<file path="config.mk">
export PLATFORM = sky130hd
export DESIGN_NAME = fir_filter_double_buffered_taps
export DESIGN_NICKNAME = d
export VERILOG_FILES = /design/src/firdb_pkg.sv /design/src/firdb_dp.sv /design/src/firdb_ctrl.sv /design/src/fir_filter_double_buffered_taps.sv
export SDC_FILE = /design/constraint.sdc
export NUM_CORES = 2
export LEC_CHECK = 0
export BUFFER_PORTS_ARGS = -buffer_cell sky130_fd_sc_hd__buf_2
export CELL_PAD_IN_SITES_DETAIL_PLACEMENT = 2
export CELL_PAD_IN_SITES_GLOBAL_PLACEMENT = 2
export CORE_ASPECT_RATIO = 1.25
export CORE_MARGIN = 2
export CORE_UTILIZATION = 45
export CTS_BUF_LIST = sky130_fd_sc_hd__clkbuf_8
export CTS_CLUSTER_DIAMETER = 50
export DETAILED_ROUTE_END_ITERATION = 6
export PLACE_DENSITY_LB_ADDON = 0.3
export SKIP_LAST_GASP = 1
export SLEW_MARGIN = 10
export SYNTH_ARGS = -nofsm -noshare
export SYNTH_HDL_FRONTEND = slang
export SYNTH_SLANG_ARGS = --single-unit
</file>
<file path="constraint.sdc">
create_clock -name clk_i -period 19.4 [get_ports clk_i]
set_input_delay 0.97 -clock clk_i [delete_from_list [all_inputs] [get_ports clk_i]]
set_output_delay 0.97 -clock clk_i [all_outputs]
set_load 0.1 [all_outputs]
</file>
<file path="src/firdb_pkg.sv">
// Shared constants, command codes and control structs for the FIR filter with
// double-buffered taps. No dependencies; used by every module of the block.
package firdb_pkg;

  // Filter length and derived widths
  localparam int unsigned NumTaps  = 64;
  localparam int unsigned AddrW    = (NumTaps > 1) ? $clog2(NumTaps) : 1;
  localparam int unsigned SampleW  = 16;
  localparam int unsigned TapIdxW  = 6;
  localparam int unsigned ProdW    = 2 * SampleW;
  localparam int unsigned AccW     = ProdW + AddrW + 1;
  localparam int unsigned FracW    = SampleW - 1;

  // Item operation codes
  localparam logic OpFilter   = 1'b0;
  localparam logic OpTapWrite = 1'b1;

  // Controller to datapath commands
  typedef struct packed {
    logic sample_start;  // sample transfer: store sample, clear accumulator
    logic tap_write;     // tap transfer: write shadow bank, swap on commit
    logic issue;         // read one history sample and one tap
    logic load_out;      // round, saturate and register the result
  } firdb_cmd_t;

  // Datapath to controller status
  typedef struct packed {
    logic last_tap;      // current issue is the final tap
    logic pipe_busy;     // products still in flight
  } firdb_sts_t;

endpackage

</file>
<file path="src/firdb_dp.sv">
// Datapath of the FIR filter: history and tap bank memories, the
// multiply-accumulate pipeline and the output register. Uses firdb_pkg.
module firdb_dp (
  input  logic                                 clk_i,
  input  logic                                 rst_ni,
  input  firdb_pkg::firdb_cmd_t                cmd_i,
  output firdb_pkg::firdb_sts_t                sts_o,
  input  logic signed [firdb_pkg::SampleW-1:0] sample_in_i,
  input  logic        [firdb_pkg::TapIdxW-1:0] tap_index_i,
  input  logic signed [firdb_pkg::SampleW-1:0] tap_value_i,
  input  logic                                 commit_i,
  output logic signed [firdb_pkg::SampleW-1:0] sample_out_o
);

  localparam int unsigned QW = firdb_pkg::AccW - firdb_pkg::FracW;

  // Memories and their per-entry valid bits (invalid reads as zero)
  logic signed [firdb_pkg::SampleW-1:0] hist_mem  [firdb_pkg::NumTaps];
  logic signed [firdb_pkg::SampleW-1:0] bank0_mem [firdb_pkg::NumTaps];
  logic signed [firdb_pkg::SampleW-1:0] bank1_mem [firdb_pkg::NumTaps];
  logic [firdb_pkg::NumTaps-1:0]        hist_vld_q, bank0_vld_q, bank1_vld_q;

  // Pointers and bank select (0: bank0 is active)
  logic [firdb_pkg::AddrW-1:0] wr_pos_q, wr_next, rd_ptr_q, tap_k_q, tap_addr;
  logic                        sel_q;
  logic                        tap_in_range;

  // Pipeline registers
  logic signed [firdb_pkg::SampleW-1:0] hist_rd_q, bank0_rd_q, bank1_rd_q;
  logic                                 hist_rv_q, bank0_rv_q, bank1_rv_q;
  logic                                 s1_q, s2_q;
  logic signed [firdb_pkg::SampleW-1:0] hist_val, tap_val;
  logic signed [firdb_pkg::ProdW-1:0]   prod_q;
  logic signed [firdb_pkg::AccW-1:0]    acc_q, rnd;
  logic signed [QW-1:0]                 quot;
  logic                                 pos_ovf, neg_ovf;
  logic signed [firdb_pkg::SampleW-1:0] sat_val, sample_out_q;

  // Next history slot with wrap
  assign wr_next = (wr_pos_q == firdb_pkg::AddrW'(firdb_pkg::NumTaps - 1)) ?
                   '0 : wr_pos_q + firdb_pkg::AddrW'(1);

  assign tap_in_range = 32'(tap_index_i) < 32'(firdb_pkg::NumTaps);
  assign tap_addr     = firdb_pkg::AddrW'(tap_index_i);

  // Control registers: pointers, tap counter, bank select, pipeline valids
  always_ff @(posedge clk_i or negedge rst_ni) begin
    if (!rst_ni) begin
      wr_pos_q <= '0;
      rd_ptr_q <= '0;
      tap_k_q  <= '0;
      sel_q    <= 1'b0;
      s1_q     <= 1'b0;
      s2_q     <= 1'b0;
    end else begin
      s1_q <= cmd_i.issue;
      s2_q <= s1_q;
      if (cmd_i.sample_start) begin
        wr_pos_q <= wr_next;
        rd_ptr_q <= wr_next;
        tap_k_q  <= '0;
      end else if (cmd_i.issue) begin
        rd_ptr_q <= (rd_ptr_q == '0) ?
                    firdb_pkg::AddrW'(firdb_pkg::NumTaps - 1) :
                    rd_ptr_q - firdb_pkg::AddrW'(1);
        tap_k_q  <= tap_k_q + firdb_pkg::AddrW'(1);
      end
      if (cmd_i.tap_write && commit_i) begin
        sel_q <= ~sel_q;
      end
    end
  end

  // Valid bits: reset marks every entry as zero
  always_ff @(posedge clk_i or negedge rst_ni) begin
    if (!rst_ni) begin
      hist_vld_q  <= '0;
      bank0_vld_q <= '0;
      bank1_vld_q <= '0;
    end else begin
      if (cmd_i.sample_start) begin
        hist_vld_q[wr_next] <= 1'b1;
      end
      if (cmd_i.tap_write && tap_in_range) begin
        if (sel_q) begin
          bank0_vld_q[tap_addr] <= 1'b1;
        end else begin
          bank1_vld_q[tap_addr] <= 1'b1;
        end
      end
    end
  end

  // History memory: one write, one registered read
  always_ff @(posedge clk_i) begin
    if (cmd_i.sample_start) begin
      hist_mem[wr_next] <= sample_in_i;
    end
    if (cmd_i.issue) begin
      hist_rd_q <= hist_mem[rd_ptr_q];
      hist_rv_q <= hist_vld_q[rd_ptr_q];
    end
  end

  // Tap bank 0: written while it is the shadow bank
  always_ff @(posedge clk_i) begin
    if (cmd_i.tap_write && tap_in_range && sel_q) begin
      bank0_mem[tap_addr] <= tap_value_i;
    end
    if (cmd_i.issue) begin
      bank0_rd_q <= bank0_mem[tap_k_q];
      bank0_rv_q <= bank0_vld_q[tap_k_q];
    end
  end

  // Tap bank 1: written while it is the shadow bank
  always_ff @(posedge clk_i) begin
    if (cmd_i.tap_write && tap_in_range && !sel_q) begin
      bank1_mem[tap_addr] <= tap_value_i;
    end
    if (cmd_i.issue) begin
      bank1_rd_q <= bank1_mem[tap_k_q];
      bank1_rv_q <= bank1_vld_q[tap_k_q];
    end
  end

  // Select active tap, blank entries never written
  always_comb begin
    hist_val = hist_rv_q ? hist_rd_q : '0;
    if (sel_q) begin
      tap_val = bank1_rv_q ? bank1_rd_q : '0;
    end else begin
      tap_val = bank0_rv_q ? bank0_rd_q : '0;
    end
  end

  // Multiply, then accumulate
  always_ff @(posedge clk_i) begin
    if (s1_q) begin
      prod_q <= hist_val * tap_val;
    end
    if (cmd_i.sample_start) begin
      acc_q <= '0;
    end else if (s2_q) begin
      acc_q <= acc_q + firdb_pkg::AccW'(prod_q);
    end
  end

  // Round half up to Q1.15 and saturate
  always_comb begin
    rnd     = acc_q + firdb_pkg::AccW'(1 << (firdb_pkg::FracW - 1));
    quot    = rnd[firdb_pkg::AccW-1:firdb_pkg::FracW];
    pos_ovf = !quot[QW-1] && (|quot[QW-2:firdb_pkg::FracW]);
    neg_ovf = quot[QW-1] && !(&quot[QW-2:firdb_pkg::FracW]);
    if (pos_ovf) begin
      sat_val = {1'b0, {(firdb_pkg::SampleW-1){1'b1}}};
    end else if (neg_ovf) begin
      sat_val = {1'b1, {(firdb_pkg::SampleW-1){1'b0}}};
    end else begin
      sat_val = quot[firdb_pkg::SampleW-1:0];
    end
  end

  // Output register
  always_ff @(posedge clk_i) begin
    if (cmd_i.load_out) begin
      sample_out_q <= sat_val;
    end
  end

  assign sample_out_o   = sample_out_q;
  assign sts_o.last_tap  = (tap_k_q == firdb_pkg::AddrW'(firdb_pkg::NumTaps - 1));
  assign sts_o.pipe_busy = s1_q || s2_q;

endmodule

</file>
<file path="src/firdb_ctrl.sv">
// Controller of the FIR filter: input and output handshakes and the sequencer
// that steps the datapath through one pass over the taps. Uses firdb_pkg.
module firdb_ctrl (
  input  logic                  clk_i,
  input  logic                  rst_ni,
  input  logic                  in_valid_i,
  output logic                  in_stall_o,
  input  logic                  op_i,
  output logic                  out_valid_o,
  input  logic                  out_stall_i,
  output firdb_pkg::firdb_cmd_t cmd_o,
  input  firdb_pkg::firdb_sts_t sts_i
);

  localparam logic [1:0] StIdle  = 2'd0;
  localparam logic [1:0] StRun   = 2'd1;
  localparam logic [1:0] StDrain = 2'd2;

  logic [1:0] state_q, state_d;
  logic       out_valid_q, out_valid_d;
  logic       out_free;

  assign out_free = !out_valid_q || !out_stall_i;

  // Sequence one sample: issue every tap, drain the pipeline, load result
  always_comb begin
    state_d     = state_q;
    out_valid_d = out_valid_q && out_stall_i;
    cmd_o       = '0;
    in_stall_o  = 1'b1;
    unique case (state_q)
      StIdle: begin
        // input is never stalled here, so valid alone marks a transfer
        in_stall_o = 1'b0;
        if (in_valid_i) begin
          if (op_i == firdb_pkg::OpFilter) begin
            cmd_o.sample_start = 1'b1;
            state_d            = StRun;
          end else begin
            cmd_o.tap_write = 1'b1;
          end
        end
      end
      StRun: begin
        cmd_o.issue = 1'b1;
        if (sts_i.last_tap) begin
          state_d = StDrain;
        end
      end
      StDrain: begin
        if (!sts_i.pipe_busy && out_free) begin
          cmd_o.load_out = 1'b1;
          out_valid_d    = 1'b1;
          state_d        = StIdle;
        end
      end
      default: begin
        state_d = StIdle;
      end
    endcase
  end

  // Hold state and output valid
  always_ff @(posedge clk_i or negedge rst_ni) begin
    if (!rst_ni) begin
      state_q     <= StIdle;
      out_valid_q <= 1'b0;
    end else begin
      state_q     <= state_d;
      out_valid_q <= out_valid_d;
    end
  end

  assign out_valid_o = out_valid_q;

endmodule

</file>
<file path="src/fir_filter_double_buffered_taps.sv">
// Top level of the FIR filter with double-buffered taps.
// Instantiates firdb_ctrl and firdb_dp; uses firdb_pkg.
//
// A 64-tap direct-form FIR filter on Q1.15 samples with one shared multiplier.
// A sample transfer (op 0) shifts the sample into the history and yields one
// rounded, saturated Q1.15 output; the newest sample meets tap 0. A tap
// transfer (op 1) writes one coefficient into the shadow bank and, with commit
// set, swaps shadow and active banks after the write, so a whole tap set takes
// effect at once; it yields no output. History and both banks read as zero
// from reset, with no clearing pass. A tap transfer is taken in idle and leaves
// the block idle, so the next item is taken without a stall. A sample transfer
// keeps the input stalled while the block does one multiply-accumulate per tap
// through the single multiplier and the single read port of each memory, then
// drains the pipeline and loads the output. The load waits, and the stall
// lasts longer, while an earlier result is still held by the receiver.
// The output register lets the next item be taken while a result waits.
module fir_filter_double_buffered_taps (
  input  logic                                 clk_i,
  input  logic                                 rst_ni,
  input  logic                                 in_valid_i,
  output logic                                 in_stall_o,
  input  logic                                 op_i,
  input  logic signed [firdb_pkg::SampleW-1:0] sample_in_i,
  input  logic        [firdb_pkg::TapIdxW-1:0] tap_index_i,
  input  logic signed [firdb_pkg::SampleW-1:0] tap_value_i,
  input  logic                                 commit_i,
  output logic                                 out_valid_o,
  input  logic                                 out_stall_i,
  output logic signed [firdb_pkg::SampleW-1:0] sample_out_o
);

  firdb_pkg::firdb_cmd_t cmd;
  firdb_pkg::firdb_sts_t sts;

  // Sequencer and handshakes
  firdb_ctrl u_ctrl (
    .clk_i       (clk_i),
    .rst_ni      (rst_ni),
    .in_valid_i  (in_valid_i),
    .in_stall_o  (in_stall_o),
    .op_i        (op_i),
    .out_valid_o (out_valid_o),
    .out_stall_i (out_stall_i),
    .cmd_o       (cmd),
    .sts_i       (sts)
  );

  // Memories and multiply-accumulate
  firdb_dp u_dp (
    .clk_i        (clk_i),
    .rst_ni       (rst_ni),
    .cmd_i        (cmd),
    .sts_o        (sts),
    .sample_in_i  (sample_in_i),
    .tap_index_i  (tap_index_i),
    .tap_value_i  (tap_value_i),
    .commit_i     (commit_i),
    .sample_out_o (sample_out_o)
  );

endmodule

</file>
[Word-level counts from Yosys, hierarchy flattened]
Memories as Yosys holds them, arrays and structs flattened. A register that Yosys moved wholly into a read port is not among the register bits.
Cells that the tools add are included.
Cells by class
  reduce and logical (&&, ||, !) cells: 25
  add/subtract/negate cells: 5
  order comparisons: 6
  bitwise logic cells: 4
  equality and inequality tests: 8
  multiplexer cells: 42
  $mul: 1
Operator list (number)
  $or A64 B64 Y64: 3
  $mux W16: 5
  $add A39 B16 Y39 const B: 1
  $add A39 B32 Y39: 1
  $mux W6: 6
  $mul A16 B16 Y32: 1
  $lt A6 B7 Y1 const B: 4
  $mux W1: 19
  $bmux W1 S6: 3
  $add A6 B1 Y6 const B: 2
  $demux W1 S6: 2
  $eq A6 B6 Y1 const B: 2
  $ge A6 B1 Y1 const B: 2
  $mux W2: 6
  $logic_and A1 B1 Y1: 9
  $reduce_and A8 Y1: 1
  $reduce_or A8 Y1: 1
  $logic_not A1 Y1: 6
  $logic_not A6 Y1: 1
  $ne A2 B2 Y1 const B: 3
  $pmux W2 S3: 1
  $sub A6 B1 Y6 const B: 1
  $reduce_and A2 Y1: 2
  $reduce_and A4 Y1: 1
  other kinds (7): 8
Storage, ports and cells
  input port bits: 44
  bits in registers: 306
  memories kept: 3
  RAM bits: 3072
  output and inout bits: 18
Memory list
  u_dp.bank0_mem: depth 64, width 16, rd ports 1, clocked after Yosys merged registers in 1, wr ports 1, line firdb_dp.sv:19  | logic signed [firdb_pkg::SampleW-1:0] bank0_mem [firdb_pkg::NumTaps];
  u_dp.bank1_mem: depth 64, width 16, rd ports 1, clocked after Yosys merged registers in 1, wr ports 1, line firdb_dp.sv:20  | logic signed [firdb_pkg::SampleW-1:0] bank1_mem [firdb_pkg::NumTaps];
  u_dp.hist_mem: depth 64, width 16, rd ports 1, clocked after Yosys merged registers in 1, wr ports 1, line firdb_dp.sv:18  | logic signed [firdb_pkg::SampleW-1:0] hist_mem [firdb_pkg::NumTaps];

[Logic depth before layout (Yosys ltp)]
  depth after elaboration: 7
  depth in mapped cells: 29
  gate-level depth less buffers: 27

[Hierarchy]
A second synthesis with hierarchy kept.
Unflattened totals
  cell total of the unflattened synthesis: 7076
  area, all modules: 143057.2 sq um
Modules (own cells, without submodules)
  firdb_dp: area an instance 142867.0 sq um, cells an instance 7058, instances 1
  firdb_ctrl: area an instance 190.2 sq um, cells an instance 18, instances 1

[Worst setup path before layout]
Ideal clock, no wire load.
  path kind: register to register
  start point: register u_dp.sel_q
  end point: register u_dp.prod_q[31] in the netlist's numbering (data pin)
  path slack: 12.463 ns
  stages on the path, launching flop included: 23
  data required time: 19.135 ns
  path buffers: 3
  arrival time: 6.672 ns
  setup time: 0.265 ns
  path through: dfrtp_1 > nor2b_1 > clkbuf_1 > buf_1 > a22o_1 > clkbuf_1 > nand2_1 > fa_1 > inv_1 > fa_1 > fa_1 > fa_1 > fa_1 > fa_1 > ha_1 > a21o_1 > a21o_1 > nor2_1 > nor2b_1 > or2_2 > and3_1 > a221oi_1 > xnor2_1
Between the ends
  longest elaborated chain between the ends: 2
Ends and longest elaborated chain
  from (decl): line firdb_dp.sv:25  | logic sel_q;
  from (signal assigned): line firdb_dp.sv:69  | sel_q <= ~sel_q;
  $mux W16: line firdb_dp.sv:130  | if (sel_q) begin
  $mul A16 B16 Y32: line firdb_dp.sv:140  | prod_q <= hist_val * tap_val;
  to (signal assigned): line firdb_dp.sv:140
  to (decl): line firdb_dp.sv:33  | logic signed [firdb_pkg::ProdW-1:0] prod_q;
Every way passes these cells.
A chain may end at the register's enable or synchronous reset.

[Worst setup path in the final report]
Ends and elaborated chain as after synthesis.

==> results.md <==
- Status: complete, but fails checks
- Failing checks: max-capacitance violations, max-slew violations
- Post-synth EDFFs: 3171
- Slew HR: -2.28%
- WP data arrival: 8.90 ns
- Post-CTS setup buffers: 0
- Dpl cells: 11968
- Area Growth Syn to Fin: 11.8%
- Clock power frac: 28.1%
- Antenna violations before repair: 26
- Row cnt: 231
- Total wire length: 509 mm
- Root buf cell: clkbuf_8
- P_leak: 0.0562 uW
- Die W: around 510 microns
- Final GP Congestion: 0.849
- Max VDD drop: approximately 0.11 mV
- RSZ-0062 raised after global routing: no
- CTS clk-pin slew, worst paths: approximately 0.070 ns
- Slew @ Worst Pin: between 1.5 and 2 ns
- Synthesized area: 0.143 sq mm
- IO Pins: 62
- CTS tree: done
- GR Layer Usage met1: 37.9%
- DP Wirelength: 290 mm
- Clock buffer depth: 4
- PwrDens: between 100 and 150 mW/mm^2
- Reg2Reg Depth: 23
- Worst EP required: 20.31 ns
- Synth Instances: 7825
- Die height: approximately 640 microns
- Area leader, netlist: edfxtp_1
- Flop pwr share: 38.1%
- CP startpoint kind: flop
- Syn avg cell area: approximately 18 sq um
- FILL cells: around 28000
- WHS Path Cells: 1
- # nets final: 8760
- H-Tree Depth: 6
- Proportion of netlist area held by the largest area contributor: between 60% and 70%
- First-pass iteration count of the detailed router: 5
- Slew Limit Fails: 2
- GR Util All Layers: 31.3%
- Clock buffer count from CTS: 550
- Sw power: approximately 8400 uW
- Starting Density: 45.2%
- Kind of critical path: reg -> reg
- #FFs+latches synth: 3426
- Synth cell count leaders: 3171 x edfxtp_1, 674 x mux4_2, 521 x nor2_1, 495 x mux2i_1, 310 x inv_1
- Post-layout min period: 7.99 ns
- Layout cell share with drive strength beyond 1: 23.3%
- First DRT Iteration DRCs: 9606
- Routed WL per cell: 39.2 microns
- Top-count cell post-synth: edfxtp_1
- Core area: 0.317 sq mm
- Asr flop ratio synth: 6.30%
- Largest net degree at the start of global routing: 139
- Primary FF master, synth: edfxtp_1
- Net Count, Synth: 8257
- GRT met2 Usage: approximately 54%
- Sequential area share after synthesis: 70.7%
- Final period utilization: 41.2%
- Internal: between 10000 and 15000 uW
- First-pass GRT wire length: just over 700 mm
- Die footprint: 0.323 sq mm
- YS warnings: 0
- Total of max-cap violations: 1
- Vias in the first global route: 91715
- M3 GR Usage: 5.06%
- Clock Sink Count: 3426
- DR vias/cell: 6.36
- Sw Share: 37.3%
- IO buf count: 61
- GRT overflow: 0
- Setup-failing EPs final: 0
- Hold violation count in the final report: 0
- Synth unique cells: 76
- Top post-synthesis cells by area: edfxtp_1 66%, mux4_2 11%, dfrtp_1 3.8%
- Crit path max fanout: 28
- DRT antenna net count: 0
- Vias: 82631
- DRC violations left: 0
- Setup TNS Final: 0 ns
- Worst Hold Class: in -> reg
- Clk_skew: 0.0952 ns
- Fmax: 125 MHz
- Final std cells w/o fill: between 10000 and 15000
- Logic pwr share: 33.7%
- Later-pin clock latency in the skew report: between 1 and 1.5 ns
- Gr busiest metal: met2
- Worst setup EP type: flop
-- power groups by stage --
| stage | registers (uW) | logic (uW) | clock network [uW] |
|---|---|---|---|
| floorplan | 8570 | 4830 | 0 |
| global placement | 8750 | 7040 | 0 |
| detailed placement | 8770 | 7390 | 0 |
| CTS | 8630 | 7570 | 6430 |
| global route | 8650 | 8000 | 6690 |
| finish | 8630 | 7630 | 6370 |
-- flip-flops by register name (all words and copies together), names as in the netlist, 6 cells and up --
| register | cells |
|---|---|
| u_dp.acc_q | 39 |
| u_dp.bank0_mem | 1024 |
| u_dp.bank0_rd_q | 16 |
| u_dp.bank0_vld_q | 64 |
| u_dp.bank1_mem | 1024 |
| u_dp.bank1_rd_q | 16 |
| u_dp.bank1_vld_q | 64 |
| u_dp.hist_mem | 1024 |
| u_dp.hist_rd_q | 16 |
| u_dp.hist_vld_q | 64 |
| u_dp.prod_q | 32 |
| u_dp.rd_ptr_q | 6 |
| u_dp.sample_out_o | 16 |
| u_dp.tap_k_q | 6 |
| u_dp.wr_pos_q | 6 |
-- routing by layer --
layer | wire, microns | vias up | share of wire [%]
li1 | - | 31928 | -
met1 | 184000 | 44927 | 36
met2 | 261000 | 4515 | 51
met3 | 33700 | 1247 | 6.6
met4 | 29600 | 14 | 5.8
met5 | 97 | - | 0.019
-- cell families after synthesis --
kind of cell / Yosys count / share of synthesized area (%)
multiplexers: 1173 / 14.1
AND/OR/NAND/NOR: 1185 / 3.75
adder cells (fa/ha/maj): 388 / 4.76
flip-flops: 3426 / 70.7
XOR/XNOR: 90 / 0.550
buffers and inverters: 713 / 2.14
AO/OA/AOI/OAI: 850 / 4.03
-- worst paths after layout --
check	from	to	slack, ns
setup / recovery	u_dp.sel_q	u_dp.prod_q[31]	11.41
hold / removal	tap_value_i[1]	u_dp.bank1_mem[41][1]	0.18
setup reg to reg	u_dp.sel_q	u_dp.prod_q[31]	11.41
hold reg to reg	u_dp.hist_vld_q[26]	u_dp.hist_vld_q[26]	0.46
max in group asynchronous	rst_ni	u_dp.s2_q	16.90
min in group asynchronous	rst_ni	u_dp.bank1_vld_q[44]	0.33
-- stage by stage --
step	utilization, %	worst slack, ns	hold WS, ns	area [sq um]	power [uW]
2_1_floorplan	-	12.46	0.428	143000	13400
3_3_place_gp	47.2	11.86	0.441	150000	15800
3_5_place_dp	47.2	11.51	0.450	150000	16200
4_1_cts	50.6	11.44	0.0839	160000	22600
5_1_grt	50.6	10.96	0.151	160000	23300
6_report	50.6	11.41	0.176	160000	22600
-- critical path, stage by stage (launching register included) --
cell and delay, ns:
dfrtp_1 0.46, and2_1 0.53, a22oi_1 1.13, inv_1 0.36
nand2_1 0.20, fa_1 0.48, fa_1 0.38, inv_1 0.08
fa_1 0.45, fa_1 0.48, fa_1 0.50, inv_1 0.05
fa_1 0.48, inv_1 0.05, ha_1 0.34, a21oi_1 0.17
nor2b_1 0.06, o21ai_0 0.17, nand2b_1 0.10, a21o_1 0.23
o21ai_1 0.33, nand2_1 0.18, a221oi_1 0.39, xnor2_1 0.11
-- cells in the final DEF, fill, tap and decap left out, types with 16 or more instances in the layout --
cell type / n
a31oi_1: 24
nand2b_1: 16
mux4_2: 674
nor2_1: 433
mux2i_1: 495
xor2_1: 32
buf_2: 40
clkbuf_8: 597
o21ai_1: 37
a21oi_1: 238
edfxtp_1: 3171
inv_1: 500
a22oi_1: 24
and2_1: 21
clkinv_1: 91
xnor2_1: 58
o22ai_1: 107
ha_1: 125
or2_1: 26
buf_4: 297
clkinv_2: 50
nor2_4: 16
o221ai_1: 223
a21o_1: 33
clkinv_8: 17
nor3_1: 57
o21ai_0: 49
nand2_1: 267
nand3_1: 39
fa_1: 263
nor2_2: 72
dfxtp_1: 39
a211oi_1: 35
or2_2: 173
dfrtp_1: 205
-- timing repair --
action,CTS,global route
resized for setup,0,0
hold endpoints to repair,80,0
hold buffers,2,0
-- cell type report --
cell class              count  area [sq um]  share of cell area [%]
diodes                     14          35.0                  0.0218
clock buffers             597          8220                    5.12
clock inverters           404          2360                    1.47
inverters                 315          1190                   0.743
multi-input cells        3686         39300                    24.5
flip-flops and latches   3426        101000                    63.2
well taps                4194          5250                    3.27
repair buffers            349          2630                    1.64
No activity file was read; power rests on OpenSTA's default activity.
